--- src/rtl/sckx_pkg.sv ---
package sckx_pkg;

  localparam int CfgIdxW   = 3;
  localparam int CfgDataW  = 64;
  localparam int DataW     = 8;
  localparam int CounterW  = 32;
  localparam int PosW      = 5;
  localparam int RoundW    = 6;
  localparam int NumRounds = 64;
  localparam logic [31:0] MsgBits = 32'd416;

  typedef enum logic [CfgIdxW-1:0] {
    CFG_KEY0   = 3'd0,
    CFG_KEY1   = 3'd1,
    CFG_KEY2   = 3'd2,
    CFG_KEY3   = 3'd3,
    CFG_NONCE0 = 3'd4,
    CFG_NONCE1 = 3'd5
  } cfg_idx_t;

  typedef enum logic [1:0] {
    ST_IDLE,
    ST_HASH,
    ST_FINISH,
    ST_OUT
  } state_t;

  typedef struct packed {
    logic hash_start;
    logic hash_step;
    logic hash_finish;
    logic take_byte;
  } ctrl_cmd_t;

  typedef struct packed {
    logic need_block;
    logic round_last;
  } ctrl_stat_t;

  function automatic logic [31:0] round_k(input logic [RoundW-1:0] i);
    logic [31:0] k;
    case (i)
      6'd0: k = 32'h428a2f98; 6'd1: k = 32'h71374491; 6'd2: k = 32'hb5c0fbcf;
      6'd3: k = 32'he9b5dba5; 6'd4: k = 32'h3956c25b; 6'd5: k = 32'h59f111f1;
      6'd6: k = 32'h923f82a4; 6'd7: k = 32'hab1c5ed5; 6'd8: k = 32'hd807aa98;
      6'd9: k = 32'h12835b01; 6'd10: k = 32'h243185be; 6'd11: k = 32'h550c7dc3;
      6'd12: k = 32'h72be5d74; 6'd13: k = 32'h80deb1fe; 6'd14: k = 32'h9bdc06a7;
      6'd15: k = 32'hc19bf174; 6'd16: k = 32'he49b69c1; 6'd17: k = 32'hefbe4786;
      6'd18: k = 32'h0fc19dc6; 6'd19: k = 32'h240ca1cc; 6'd20: k = 32'h2de92c6f;
      6'd21: k = 32'h4a7484aa; 6'd22: k = 32'h5cb0a9dc; 6'd23: k = 32'h76f988da;
      6'd24: k = 32'h983e5152; 6'd25: k = 32'ha831c66d; 6'd26: k = 32'hb00327c8;
      6'd27: k = 32'hbf597fc7; 6'd28: k = 32'hc6e00bf3; 6'd29: k = 32'hd5a79147;
      6'd30: k = 32'h06ca6351; 6'd31: k = 32'h14292967; 6'd32: k = 32'h27b70a85;
      6'd33: k = 32'h2e1b2138; 6'd34: k = 32'h4d2c6dfc; 6'd35: k = 32'h53380d13;
      6'd36: k = 32'h650a7354; 6'd37: k = 32'h766a0abb; 6'd38: k = 32'h81c2c92e;
      6'd39: k = 32'h92722c85; 6'd40: k = 32'ha2bfe8a1; 6'd41: k = 32'ha81a664b;
      6'd42: k = 32'hc24b8b70; 6'd43: k = 32'hc76c51a3; 6'd44: k = 32'hd192e819;
      6'd45: k = 32'hd6990624; 6'd46: k = 32'hf40e3585; 6'd47: k = 32'h106aa070;
      6'd48: k = 32'h19a4c116; 6'd49: k = 32'h1e376c08; 6'd50: k = 32'h2748774c;
      6'd51: k = 32'h34b0bcb5; 6'd52: k = 32'h391c0cb3; 6'd53: k = 32'h4ed8aa4a;
      6'd54: k = 32'h5b9cca4f; 6'd55: k = 32'h682e6ff3; 6'd56: k = 32'h748f82ee;
      6'd57: k = 32'h78a5636f; 6'd58: k = 32'h84c87814; 6'd59: k = 32'h8cc70208;
      6'd60: k = 32'h90befffa; 6'd61: k = 32'ha4506ceb; 6'd62: k = 32'hbef9a3f7;
      default: k = 32'hc67178f2;
    endcase
    return k;
  endfunction

  function automatic logic [31:0] init_h(input logic [2:0] i);
    logic [31:0] h;
    case (i)
      3'd0: h = 32'h6a09e667; 3'd1: h = 32'hbb67ae85;
      3'd2: h = 32'h3c6ef372; 3'd3: h = 32'ha54ff53a;
      3'd4: h = 32'h510e527f; 3'd5: h = 32'h9b05688c;
      3'd6: h = 32'h1f83d9ab; default: h = 32'h5be0cd19;
    endcase
    return h;
  endfunction

endpackage

--- src/rtl/sckx_byte_if.sv ---
interface sckx_byte_if;
  logic       valid;
  logic       ready;
  logic [7:0] data;
  logic       last;

  modport source (output valid, output data, output last, input ready);
  modport sink (input valid, input data, input last, output ready);
endinterface

--- src/rtl/sha256_counter_keystream_xor.sv ---
// Channel | Direction | Payload
// in      | sink      | data (8), last (1)
// out     | source    | data (8), last (1)
// cfg     | write     | index (3), data (64)
// A byte at block position 1..31 is transferred in, then its result is on out
// from the next cycle until it transfers.
// A byte at position 0 first waits for the 64-round SHA-256 unit.
// One byte is in flight at a time; a stalled output holds the next byte off.
// rst_n is synchronous; counter and position return to zero.
module sha256_counter_keystream_xor (
  input  logic                            clk,
  input  logic                            rst_n,
  input  logic                            cfg_we,
  input  logic [sckx_pkg::CfgIdxW-1:0]    cfg_index,
  input  logic [sckx_pkg::CfgDataW-1:0]   cfg_data,
  sckx_byte_if.sink                       in_ch,
  sckx_byte_if.source                     out_ch
);
  import sckx_pkg::*;

  ctrl_cmd_t  cmd;
  ctrl_stat_t stat;

  sckx_datapath u_dp (
    .clk, .rst_n, .cfg_we, .cfg_index, .cfg_data,
    .in_data(in_ch.data), .in_last(in_ch.last),
    .out_data(out_ch.data), .out_last(out_ch.last),
    .cmd, .stat
  );

  sckx_ctrl u_ctrl (
    .clk, .rst_n,
    .in_valid(in_ch.valid), .in_ready(in_ch.ready),
    .out_valid(out_ch.valid), .out_ready(out_ch.ready),
    .stat, .cmd
  );
endmodule

--- src/rtl/sckx_ctrl.sv ---
module sckx_ctrl (
  input  logic                clk,
  input  logic                rst_n,
  input  logic                in_valid,
  output logic                in_ready,
  output logic                out_valid,
  input  logic                out_ready,
  input  sckx_pkg::ctrl_stat_t stat,
  output sckx_pkg::ctrl_cmd_t  cmd
);
  import sckx_pkg::*;

  state_t state_r, state_nxt;

  always_ff @(posedge clk) begin
    if (!rst_n) begin
      state_r <= ST_IDLE;
    end else begin
      state_r <= state_nxt;
    end
  end

  always_comb begin
    state_nxt = state_r;
    cmd       = '0;
    in_ready  = 1'b0;
    out_valid = 1'b0;
    case (state_r)
      ST_IDLE: begin
        if (in_valid) begin
          if (stat.need_block) begin
            cmd.hash_start = 1'b1;
            state_nxt      = ST_HASH;
          end else begin
            in_ready       = 1'b1;
            cmd.take_byte  = 1'b1;
            state_nxt      = ST_OUT;
          end
        end
      end
      ST_HASH: begin
        cmd.hash_step = 1'b1;
        if (stat.round_last) begin
          state_nxt = ST_FINISH;
        end
      end
      ST_FINISH: begin
        cmd.hash_finish = 1'b1;
        state_nxt       = ST_IDLE;
      end
      ST_OUT: begin
        out_valid = 1'b1;
        if (out_ready) begin
          state_nxt = ST_IDLE;
        end
      end
      default: state_nxt = ST_IDLE;
    endcase
  end

  a_out_after_take: assert property (@(posedge clk) disable iff (!rst_n)
    cmd.take_byte |=> out_valid) else $error("no result after byte taken");
  a_no_take_on_boundary: assert property (@(posedge clk) disable iff (!rst_n)
    in_ready |-> !stat.need_block) else $error("byte taken without fresh block");
  a_finish_after_hash: assert property (@(posedge clk) disable iff (!rst_n)
    cmd.hash_finish |-> $past(cmd.hash_step)) else $error("finish out of order");
endmodule

--- src/rtl/sckx_datapath.sv ---
module sckx_datapath (
  input  logic                                 clk,
  input  logic                                 rst_n,
  input  logic                                 cfg_we,
  input  logic [sckx_pkg::CfgIdxW-1:0]         cfg_index,
  input  logic [sckx_pkg::CfgDataW-1:0]        cfg_data,
  input  logic [sckx_pkg::DataW-1:0]           in_data,
  input  logic                                 in_last,
  output logic [sckx_pkg::DataW-1:0]           out_data,
  output logic                                 out_last,
  input  sckx_pkg::ctrl_cmd_t                  cmd,
  output sckx_pkg::ctrl_stat_t                 stat
);
  import sckx_pkg::*;

  logic [63:0] key_r [4];
  logic [63:0] nonce_r [2];
  logic [255:0] ks_r;
  logic [CounterW-1:0] counter_r;
  logic [PosW-1:0] pos_r;
  logic [RoundW-1:0] round_r;
  logic [31:0] w_r [16];
  logic [31:0] s_r [8];
  logic [DataW-1:0] out_data_r;
  logic out_last_r;
  logic fresh_r;

  logic [31:0] w_init [16];
  logic [31:0] a, e, t1, t2, s0, s1, wn;

  always_comb begin
    for (int i = 0; i < 4; i++) begin
      w_init[2*i]   = key_r[i][63:32];
      w_init[2*i+1] = key_r[i][31:0];
    end
    for (int i = 0; i < 2; i++) begin
      w_init[8+2*i] = nonce_r[i][63:32];
      w_init[9+2*i] = nonce_r[i][31:0];
    end
    w_init[12] = counter_r;
    w_init[13] = 32'h8000_0000;
    w_init[14] = 32'h0;
    w_init[15] = MsgBits;
  end

  always_comb begin
    a  = s_r[0];
    e  = s_r[4];
    t1 = s_r[7] + ({e[5:0], e[31:6]} ^ {e[10:0], e[31:11]} ^ {e[24:0], e[31:25]})
       + ((e & s_r[5]) ^ (~e & s_r[6])) + round_k(round_r) + w_r[0];
    t2 = ({a[1:0], a[31:2]} ^ {a[12:0], a[31:13]} ^ {a[21:0], a[31:22]})
       + ((a & s_r[1]) ^ (a & s_r[2]) ^ (s_r[1] & s_r[2]));
    s0 = {w_r[1][6:0], w_r[1][31:7]} ^ {w_r[1][17:0], w_r[1][31:18]} ^ (w_r[1] >> 3);
    s1 = {w_r[14][16:0], w_r[14][31:17]} ^ {w_r[14][18:0], w_r[14][31:19]}
       ^ (w_r[14] >> 10);
    wn = w_r[0] + s0 + w_r[9] + s1;
  end

  assign stat.need_block = (pos_r == '0) && !fresh_r;
  assign stat.round_last = (round_r == RoundW'(NumRounds - 1));

  always_ff @(posedge clk) begin
    if (!rst_n) begin
      for (int i = 0; i < 4; i++) key_r[i] <= '0;
      for (int i = 0; i < 2; i++) nonce_r[i] <= '0;
    end else if (cfg_we) begin
      case (cfg_idx_t'(cfg_index))
        CFG_KEY0:   key_r[0]   <= cfg_data;
        CFG_KEY1:   key_r[1]   <= cfg_data;
        CFG_KEY2:   key_r[2]   <= cfg_data;
        CFG_KEY3:   key_r[3]   <= cfg_data;
        CFG_NONCE0: nonce_r[0] <= cfg_data;
        CFG_NONCE1: nonce_r[1] <= cfg_data;
        default: ;
      endcase
    end
  end

  // The schedule is a 16-word shift line: word 0 feeds the current round.
  always_ff @(posedge clk) begin
    if (cmd.hash_start) begin
      w_r <= w_init;
      for (int i = 0; i < 8; i++) s_r[i] <= init_h(3'(i));
      round_r <= '0;
    end else if (cmd.hash_step) begin
      for (int i = 0; i < 15; i++) w_r[i] <= w_r[i+1];
      w_r[15] <= wn;
      s_r[7] <= s_r[6];
      s_r[6] <= s_r[5];
      s_r[5] <= e;
      s_r[4] <= s_r[3] + t1;
      s_r[3] <= s_r[2];
      s_r[2] <= s_r[1];
      s_r[1] <= a;
      s_r[0] <= t1 + t2;
      round_r <= round_r + 1'b1;
    end
    if (cmd.hash_finish) begin
      for (int i = 0; i < 8; i++) ks_r[255-32*i -: 32] <= init_h(3'(i)) + s_r[i];
    end
  end

  // A fresh block is formed at position 0, so the next byte there stays at
  // position 0 until the hash is finished; a marker bit avoids re-hashing.
  logic [7:0] ks_byte;
  assign ks_byte = ks_r[255 - 8*pos_r -: 8];

  always_ff @(posedge clk) begin
    if (!rst_n) begin
      counter_r <= '0;
      pos_r     <= '0;
      fresh_r   <= 1'b0;
    end else begin
      if (cmd.hash_finish) fresh_r <= 1'b1;
      if (cmd.take_byte) begin
        fresh_r <= 1'b0;
        if (in_last) begin
          pos_r     <= '0;
          counter_r <= '0;
        end else begin
          pos_r <= pos_r + 1'b1;
          if (pos_r == '1) counter_r <= counter_r + 1'b1;
        end
      end
    end
  end

  always_ff @(posedge clk) begin
    if (cmd.take_byte) begin
      out_data_r <= in_data ^ ks_byte;
      out_last_r <= in_last;
    end
  end

  assign out_data = out_data_r;
  assign out_last = out_last_r;

  a_hash_at_boundary: assert property (@(posedge clk) disable iff (!rst_n)
    cmd.hash_start |-> pos_r == '0) else $error("hash started mid-block");
  a_pos_advance: assert property (@(posedge clk) disable iff (!rst_n)
    cmd.take_byte && !in_last |=> pos_r == $past(pos_r) + 1'b1)
    else $error("byte position did not advance");
  a_last_clears: assert property (@(posedge clk) disable iff (!rst_n)
    cmd.take_byte && in_last |=> pos_r == '0 && counter_r == '0)
    else $error("last byte did not clear counters");
endmodule
--- src/flat_wrapper.sv ---
// flat-port wrapper written by rule: the top's interface ports become plain ports
module sha256_counter_keystream_xor_flat import sckx_pkg::*;
  (clk, rst_n, cfg_we, cfg_index, cfg_data, in_ch_valid, in_ch_data, in_ch_last, in_ch_ready, out_ch_valid, out_ch_data, out_ch_last, out_ch_ready);
  sckx_byte_if in_ch_i ();
  sckx_byte_if out_ch_i ();
  input  logic clk;
  input  logic rst_n;
  input  logic cfg_we;
  input  logic [sckx_pkg::CfgIdxW-1:0] cfg_index;
  input  logic [sckx_pkg::CfgDataW-1:0] cfg_data;
  input wire logic [$bits(in_ch_i.valid)-1:0] in_ch_valid;
  input wire logic [$bits(in_ch_i.data)-1:0] in_ch_data;
  input wire logic [$bits(in_ch_i.last)-1:0] in_ch_last;
  output wire logic [$bits(in_ch_i.ready)-1:0] in_ch_ready;
  output wire logic [$bits(out_ch_i.valid)-1:0] out_ch_valid;
  output wire logic [$bits(out_ch_i.data)-1:0] out_ch_data;
  output wire logic [$bits(out_ch_i.last)-1:0] out_ch_last;
  input wire logic [$bits(out_ch_i.ready)-1:0] out_ch_ready;
  assign in_ch_i.valid = in_ch_valid;
  assign in_ch_i.data = in_ch_data;
  assign in_ch_i.last = in_ch_last;
  assign in_ch_ready = in_ch_i.ready;
  assign out_ch_valid = out_ch_i.valid;
  assign out_ch_data = out_ch_i.data;
  assign out_ch_last = out_ch_i.last;
  assign out_ch_i.ready = out_ch_ready;
  sha256_counter_keystream_xor u_core (.clk(clk), .rst_n(rst_n), .cfg_we(cfg_we), .cfg_index(cfg_index), .cfg_data(cfg_data), .in_ch(in_ch_i), .out_ch(out_ch_i));
endmodule
--- config.mk ---
export PLATFORM = sky130hd
export DESIGN_NAME = sha256_counter_keystream_xor_flat
export DESIGN_NICKNAME = d
export VERILOG_FILES = /design/src/rtl/sckx_pkg.sv /design/src/rtl/sckx_byte_if.sv /design/src/rtl/sha256_counter_keystream_xor.sv /design/src/rtl/sckx_ctrl.sv /design/src/rtl/sckx_datapath.sv /design/src/flat_wrapper.sv
export SDC_FILE = /design/constraint.sdc
export NUM_CORES = 2
export LEC_CHECK = 0
export BUFFER_PORTS_ARGS = -buffer_cell sky130_fd_sc_hd__clkbuf_2
export CORE_MARGIN = 3
export CORE_UTILIZATION = 30
export CTS_CLUSTER_DIAMETER = 150
export DETAILED_ROUTE_END_ITERATION = 8
export SYNTH_ARGS = -nofsm -noshare
export SYNTH_HDL_FRONTEND = slang
export SYNTH_SLANG_ARGS = --single-unit
--- constraint.sdc ---
create_clock -name clk -period 25 [get_ports clk]
set_input_delay 3.75 -clock clk [delete_from_list [all_inputs] [get_ports clk]]
set_output_delay 3.75 -clock clk [all_outputs]
set_load 0.1 [all_outputs]
======== Word level (Yosys, flattened, before mapping) ========
Memory sizes are Yosys's and may differ from the RTL's. A register that Yosys moved wholly into a read port is not among the register bits.
Cells that the tools add are included.
Widths: inputs -> output; s select.
word-level totals
  memories ................................ 4
  input bits .............................. 81
  ROM bits ................................ 2048
  output and inout port bits .............. 11
  RAM bits ................................ 640
  register bits after elaboration ......... 823
  logic and storage cells ................. 188
memory list
  name                 depth  bits a word  read ports  clocked after Yosys merged registers in  wr ports  line                 source
  (no name shown)      64     32           1           1                                        0         sckx_pkg.sv:42       case (i)
  u_core.u_dp.key_r    4      64           4           0                                        4         sckx_datapath.sv:16  logic [63:0] key_r [4];
  u_core.u_dp.s_r      8      32           8           0                                        8         sckx_datapath.sv:23  logic [31:0] s_r [8];
  u_core.u_dp.nonce_r  2      64           2           0                                        2         sckx_datapath.sv:17  logic [63:0] nonce_r [2];
operators by class
  add/subtract/negate cells ............... 22
  equality and inequality tests ........... 13
  bitwise operators ....................... 33
  reduce and logical (&&, ||, !) cells .... 10
  muxes and demuxes ....................... 81
  shift-type cells ........................ 1
operators with widths
  operator               count
  $mux 512               2
  $mux 32                26
  $add 32x32->32         18
  $mux 64                6
  $xor 32x32->32         9
  $shiftx 263x33->8      1
  $and 32x32->32         5
  $mux 1                 39
  $add 32x1->32 const B  1
  $not 32->32            1
  $xor 32x22->32         1
  $xor 32x29->32         1
  $or 1x1->1             14
  $mux 6                 2
  $sub 8x8->9 const A    1
  $mux 2                 4
  $pmux 2 s4             1
  $xor 8x8->8            1
  $add 6x1->6 const B    1
  $eq 3x2->1 const B     2
  $eq 3x3->1 const B     2
  $eq 6x6->1 const B     1
  $add 5x1->5 const B    1
  $eq 5x5->1 const B     1
  other kinds (16)       19

======== Longest topological paths before layout ========
An unclocked memory read counts as a cell.
  depth in word-level cells ............... 9
  depth in mapped cells ................... 32
  mapped depth without buffers ............ 31

======== Cells and area by module ========
Synthesis repeated with hierarchy kept, for this count alone.
second synthesis, totals
  cell total of the unflattened synthesis .. 6271
  area, all modules ....................... 77130.2 sq um
modules (own cells, without submodules)
  module         cells each  seq. area each (sq um)  times used  area each (sq um)
  sckx_datapath  6253        43111.3                 1           76975.1
  sckx_ctrl      18          40.0                    1           155.1

======== Worst setup path after synthesis ========
Ideal clock, no wire load.
  kind .................................... input to register
  start point ............................. in in_ch_valid
  end point ............................... mem u_core.u_dp.s_r[0][0], enable pin
  library setup time ...................... 1012 ps
  stages .................................. 7
  buffers on the path ..................... 3
  data required time ...................... 23988 ps
  arrival ................................. 17812 ps
  setup slack ............................. 6176 ps
  path through ............................ nor3b_4 > and3_1 > buf_2 > clkbuf_1 > nor2_1 > clkbuf_1 > inv_1
RTL lines
  element          line                 source
  start, declared  flat_wrapper.sv:11   input wire logic [$bits(in_ch_i.valid)-1:0] in_ch_valid;
  end, declared    sckx_datapath.sv:23

======== Worst setup path in the final report ========
  start point ............................. in in_ch_valid
  end point ............................... out in_ch_ready
between the ends
  word-level cells in the longest chain between the ends .. 2
RTL lines
  element        line                source
  $mux 1         sckx_ctrl.sv:30     if (in_valid) begin
  $mux 1         sckx_ctrl.sv:28     case (state_r)
  end, declared  flat_wrapper.sv:14  output wire logic [$bits(in_ch_i.ready)-1:0] in_ch_ready;
Every way passes these cells.

==> flow_metrics.env <==
export IMPL_coreArea_um2=254000
export IMPL_cts_buffers=164
export IMPL_clkLatencyLatePin_ns=0.83
export IMPL_period_share_pct=36.2
export IMPL_synth_nets=6640
export IMPL_yosysUniqueCellTypes=106
export IMPL_final_cell_area_um2=86200
export IMPL_place_area_um2=80700
export IMPL_cts_resized_gates=0
export IMPL_gp_congestion=0.944
export IMPL_final_antenna_net_count=0
export IMPL_final_max_slew_viol_count=0
export IMPL_dieArea_um2=262000
export IMPL_finalClockSkew_ns=0.0754
export IMPL_rsz0062_at_grt="false"
export IMPL_crit_arrival_ns=5.31
export IMPL_max_freq_ghz=0.110
export IMPL_critPathRequiredTime_ns=21.25
export IMPL_worst_pin_slew_ns=1.27
export IMPL_n_fill_cell=24896
export IMPL_syn_avg_cell_area_um2=12.3
export IMPL_wirelength_um=234000
export IMPL_max_cap_viol_count=0
export IMPL_num_rows=185
export IMPL_synthArstFlopShare_pct=0
export IMPL_synthTopCellsByArea="edfxtp_1 52%, fa_1 4.9%, dfxtp_1 4.5%"
export IMPL_tns_ns=0
export IMPL_synth_flop_cell="edfxtp_1"
export IMPL_cts_tree="yes"
export IMPL_synth_compound_area_share_pct=12.4
export IMPL_netlist_instances=6219
export IMPL_crit_buf_inv=3
export IMPL_grt_pass1_vias=49018
export IMPL_hold_viol_final=0
export IMPL_period_needed_ns=9.06
export IMPL_yosysWarningCount=0
export IMPL_setup_viol=0
export IMPL_syn_area_um2=76800
export IMPL_slowest_stage="clkbuf_2"
export IMPL_grt_use_total_pct=17.3
export IMPL_layout_cells_non_filler=9676
export IMPL_cpMostUsedCell="clkbuf_2"
export IMPL_postCtsSetupRepairBufs=0
export IMPL_crit_chain="clkbuf_2, nor3b_4, a21boi_4, buf_4, clkbuf_2"
export IMPL_path_class="in -> out"
export IMPL_slew_headroom_pct=15.1
export IMPL_num_io_pins=92
export IMPL_die_width_um=512
export IMPL_cts_buffer_depth=3
export IMPL_numClockSinks=1495
export IMPL_dp_hpwl_um=162000
export IMPL_dr_first_iter_drc_count=5496
export IMPL_vias=50000
export IMPL_avgViaCountPerCell=5.17
export IMPL_synthSimpleGateAreaFrac_pct=10.3
export IMPL_synthAdderAreaFrac_pct=7.41
export IMPL_grt_max_degree=215
export IMPL_cts_root_buf="clkbuf_16"
export IMPL_holdCritPathClass="reg -> reg"
export IMPL_drc=0
export IMPL_synth_top_family_by_area="compound AO/OA/AOI/OAI gates"
export IMPL_cpPeakStageDelay_ns=0.54
export IMPL_nNetsFinal=6588
export IMPL_io_buffers=91
export IMPL_firstDrtPassIters=8
export IMPL_drive_above_1_share_pct=9.04
export IMPL_synth_edff_count=1321
export IMPL_antenna_found_initial=15
export IMPL_routedWlPerCell_um=24.1
export IMPL_grt_first_pass_wirelength_um=341000
export IMPL_post_route_util_pct=33.9
export IMPL_start_util_pct=30.2
export IMPL_start_kind="primary input"
export IMPL_synth_top_area_share_pct=51.7
export IMPL_die_height_um=512
export IMPL_ys_ff_latch=1495
export IMPL_ys_seq_area_share_pct=56.2
export IMPL_synth_mux_area_share_pct=3.01
export IMPL_grt_overflow=0
export IMPL_status="complete, no violations"
export IMPL_clk_pin_slew_worst_paths_ns=0.06
export IMPL_yosys_area_top_type="edfxtp_1"
export IMPL_ys_top_cells_by_count="1321 x edfxtp_1, 450 x nand2_1, 414 x and2_1, 384 x a22o_1, 372 x inv_1"
export IMPL_dp_cells=9367
export IMPL_area_growth_pct=12.2
export IMPL_cp_max_fo=20
export IMPL_hold_buffers=0
export IMPL_critPathTopFamily="buffers and inverters"
export IMPL_worst_setup_path_end_kind="primary output"
export IMPL_cts_max_level=4
export IMPL_synth_most_common_cell="edfxtp_1"
export IMPL_synthXorXnorAreaFrac_pct=6.88
==> logic make-up (layout without fill, tap and decap cells) <==
family                     count (synthesis)  in the layout
and+or+nand+nor                         1565           1565
DFF                                     1495           1495
AOI/OAI and AO/OA                       1342           1342
buffers and inverters                    745            833
xor gates and xnor gates                 602            602
adders and majority gates                343            343
muxes                                    127            127
other                                      0              3
==> worst min-delay path: stages (launching register included) <==
cell	delay, ns
dfxtp_1	0.32
nand2_1	0.05
o21ai_0	0.05
==> path summary, 6_finish.rpt <==
path	from	end	slack [ns]	depth (start not counted)
setup / recovery	in_ch_valid	in_ch_ready	15.94	5
hold / removal	u_core.u_dp.w_r[17]	u_core.u_dp.w_r[49]	0.45	2
setup reg to reg	u_core.u_dp.s_r[1][12]	u_core.u_dp.s_r[0][30]	16.97	29
hold reg to reg	u_core.u_dp.w_r[17]	u_core.u_dp.w_r[49]	0.45	2
==> metal layers <==
| layer | track usage, % | vias to the layer above | share of wire, % |
|---|---|---|---|
| met2 | 26.6 | 1768 | 45 |
| met3 | 2.86 | 333 | 6.8 |
| met5 | 0 | - | 0.025 |
| met4 | 4.32 | 8 | 2.4 |
| met1 | 25.4 | 25625 | 46 |
| li1 | - | 22266 | - |
==> flip-flops by register name (all words and copies together), names as in the netlist, 5 cells and up, named ones only <==
name,count
u_core.u_dp.counter_r,32
u_core.u_dp.key_r,256
u_core.u_dp.ks_r,256
u_core.u_dp.nonce_r,128
u_core.u_dp.out_data,8
u_core.u_dp.pos_r,5
u_core.u_dp.round_r,6
u_core.u_dp.s_r,256
u_core.u_dp.w_r,512
==> cell type report <==
| class | count | area [µm²] | share of cell area [%] |
|---|---|---|---|
| diodes | 3 | 7.51 | 0.00871 |
| clock buffers | 216 | 4400 | 5.10 |
| repair buffers | 151 | 993 | 1.15 |
| well taps | 3366 | 4210 | 4.89 |
| multi-input cells | 3979 | 30900 | 35.9 |
| clock inverters | 90 | 1090 | 1.26 |
| flip-flops and latches | 1495 | 43200 | 50.1 |
| inverters | 376 | 1420 | 1.65 |
==> metrics by stage <==
step	setup WS [ns]	hold slack (ns)
5_1_grt	15.88	0.465
3_3_place_gp	15.74	0.430
3_5_place_dp	15.66	0.440
6_report	15.94	0.452
4_1_cts	15.96	0.454
2_1_floorplan	6.18	0.420
==> placed cells by master, fill, tap and decap left out, types with 81 or more instances in the layout <==
| cell type | instances |
|---|---|
| a21o_1 | 93 |
| a21oi_1 | 202 |
| a22o_1 | 384 |
| and2_1 | 414 |
| clkbuf_16 | 164 |
| clkbuf_2 | 91 |
| dfxtp_1 | 172 |
| edfxtp_1 | 1321 |
| fa_1 | 187 |
| ha_1 | 153 |
| inv_1 | 371 |
| mux4_2 | 81 |
| nand2_1 | 450 |
| nand2b_1 | 137 |
| nor2_1 | 260 |
| nor3_1 | 81 |
| o21ai_0 | 295 |
| xnor2_1 | 362 |
| xor2_1 | 239 |
Power is left out: the tool's default activity adds up to more than one toggle a clock period on the data nets, which glitch-free logic cannot reach.
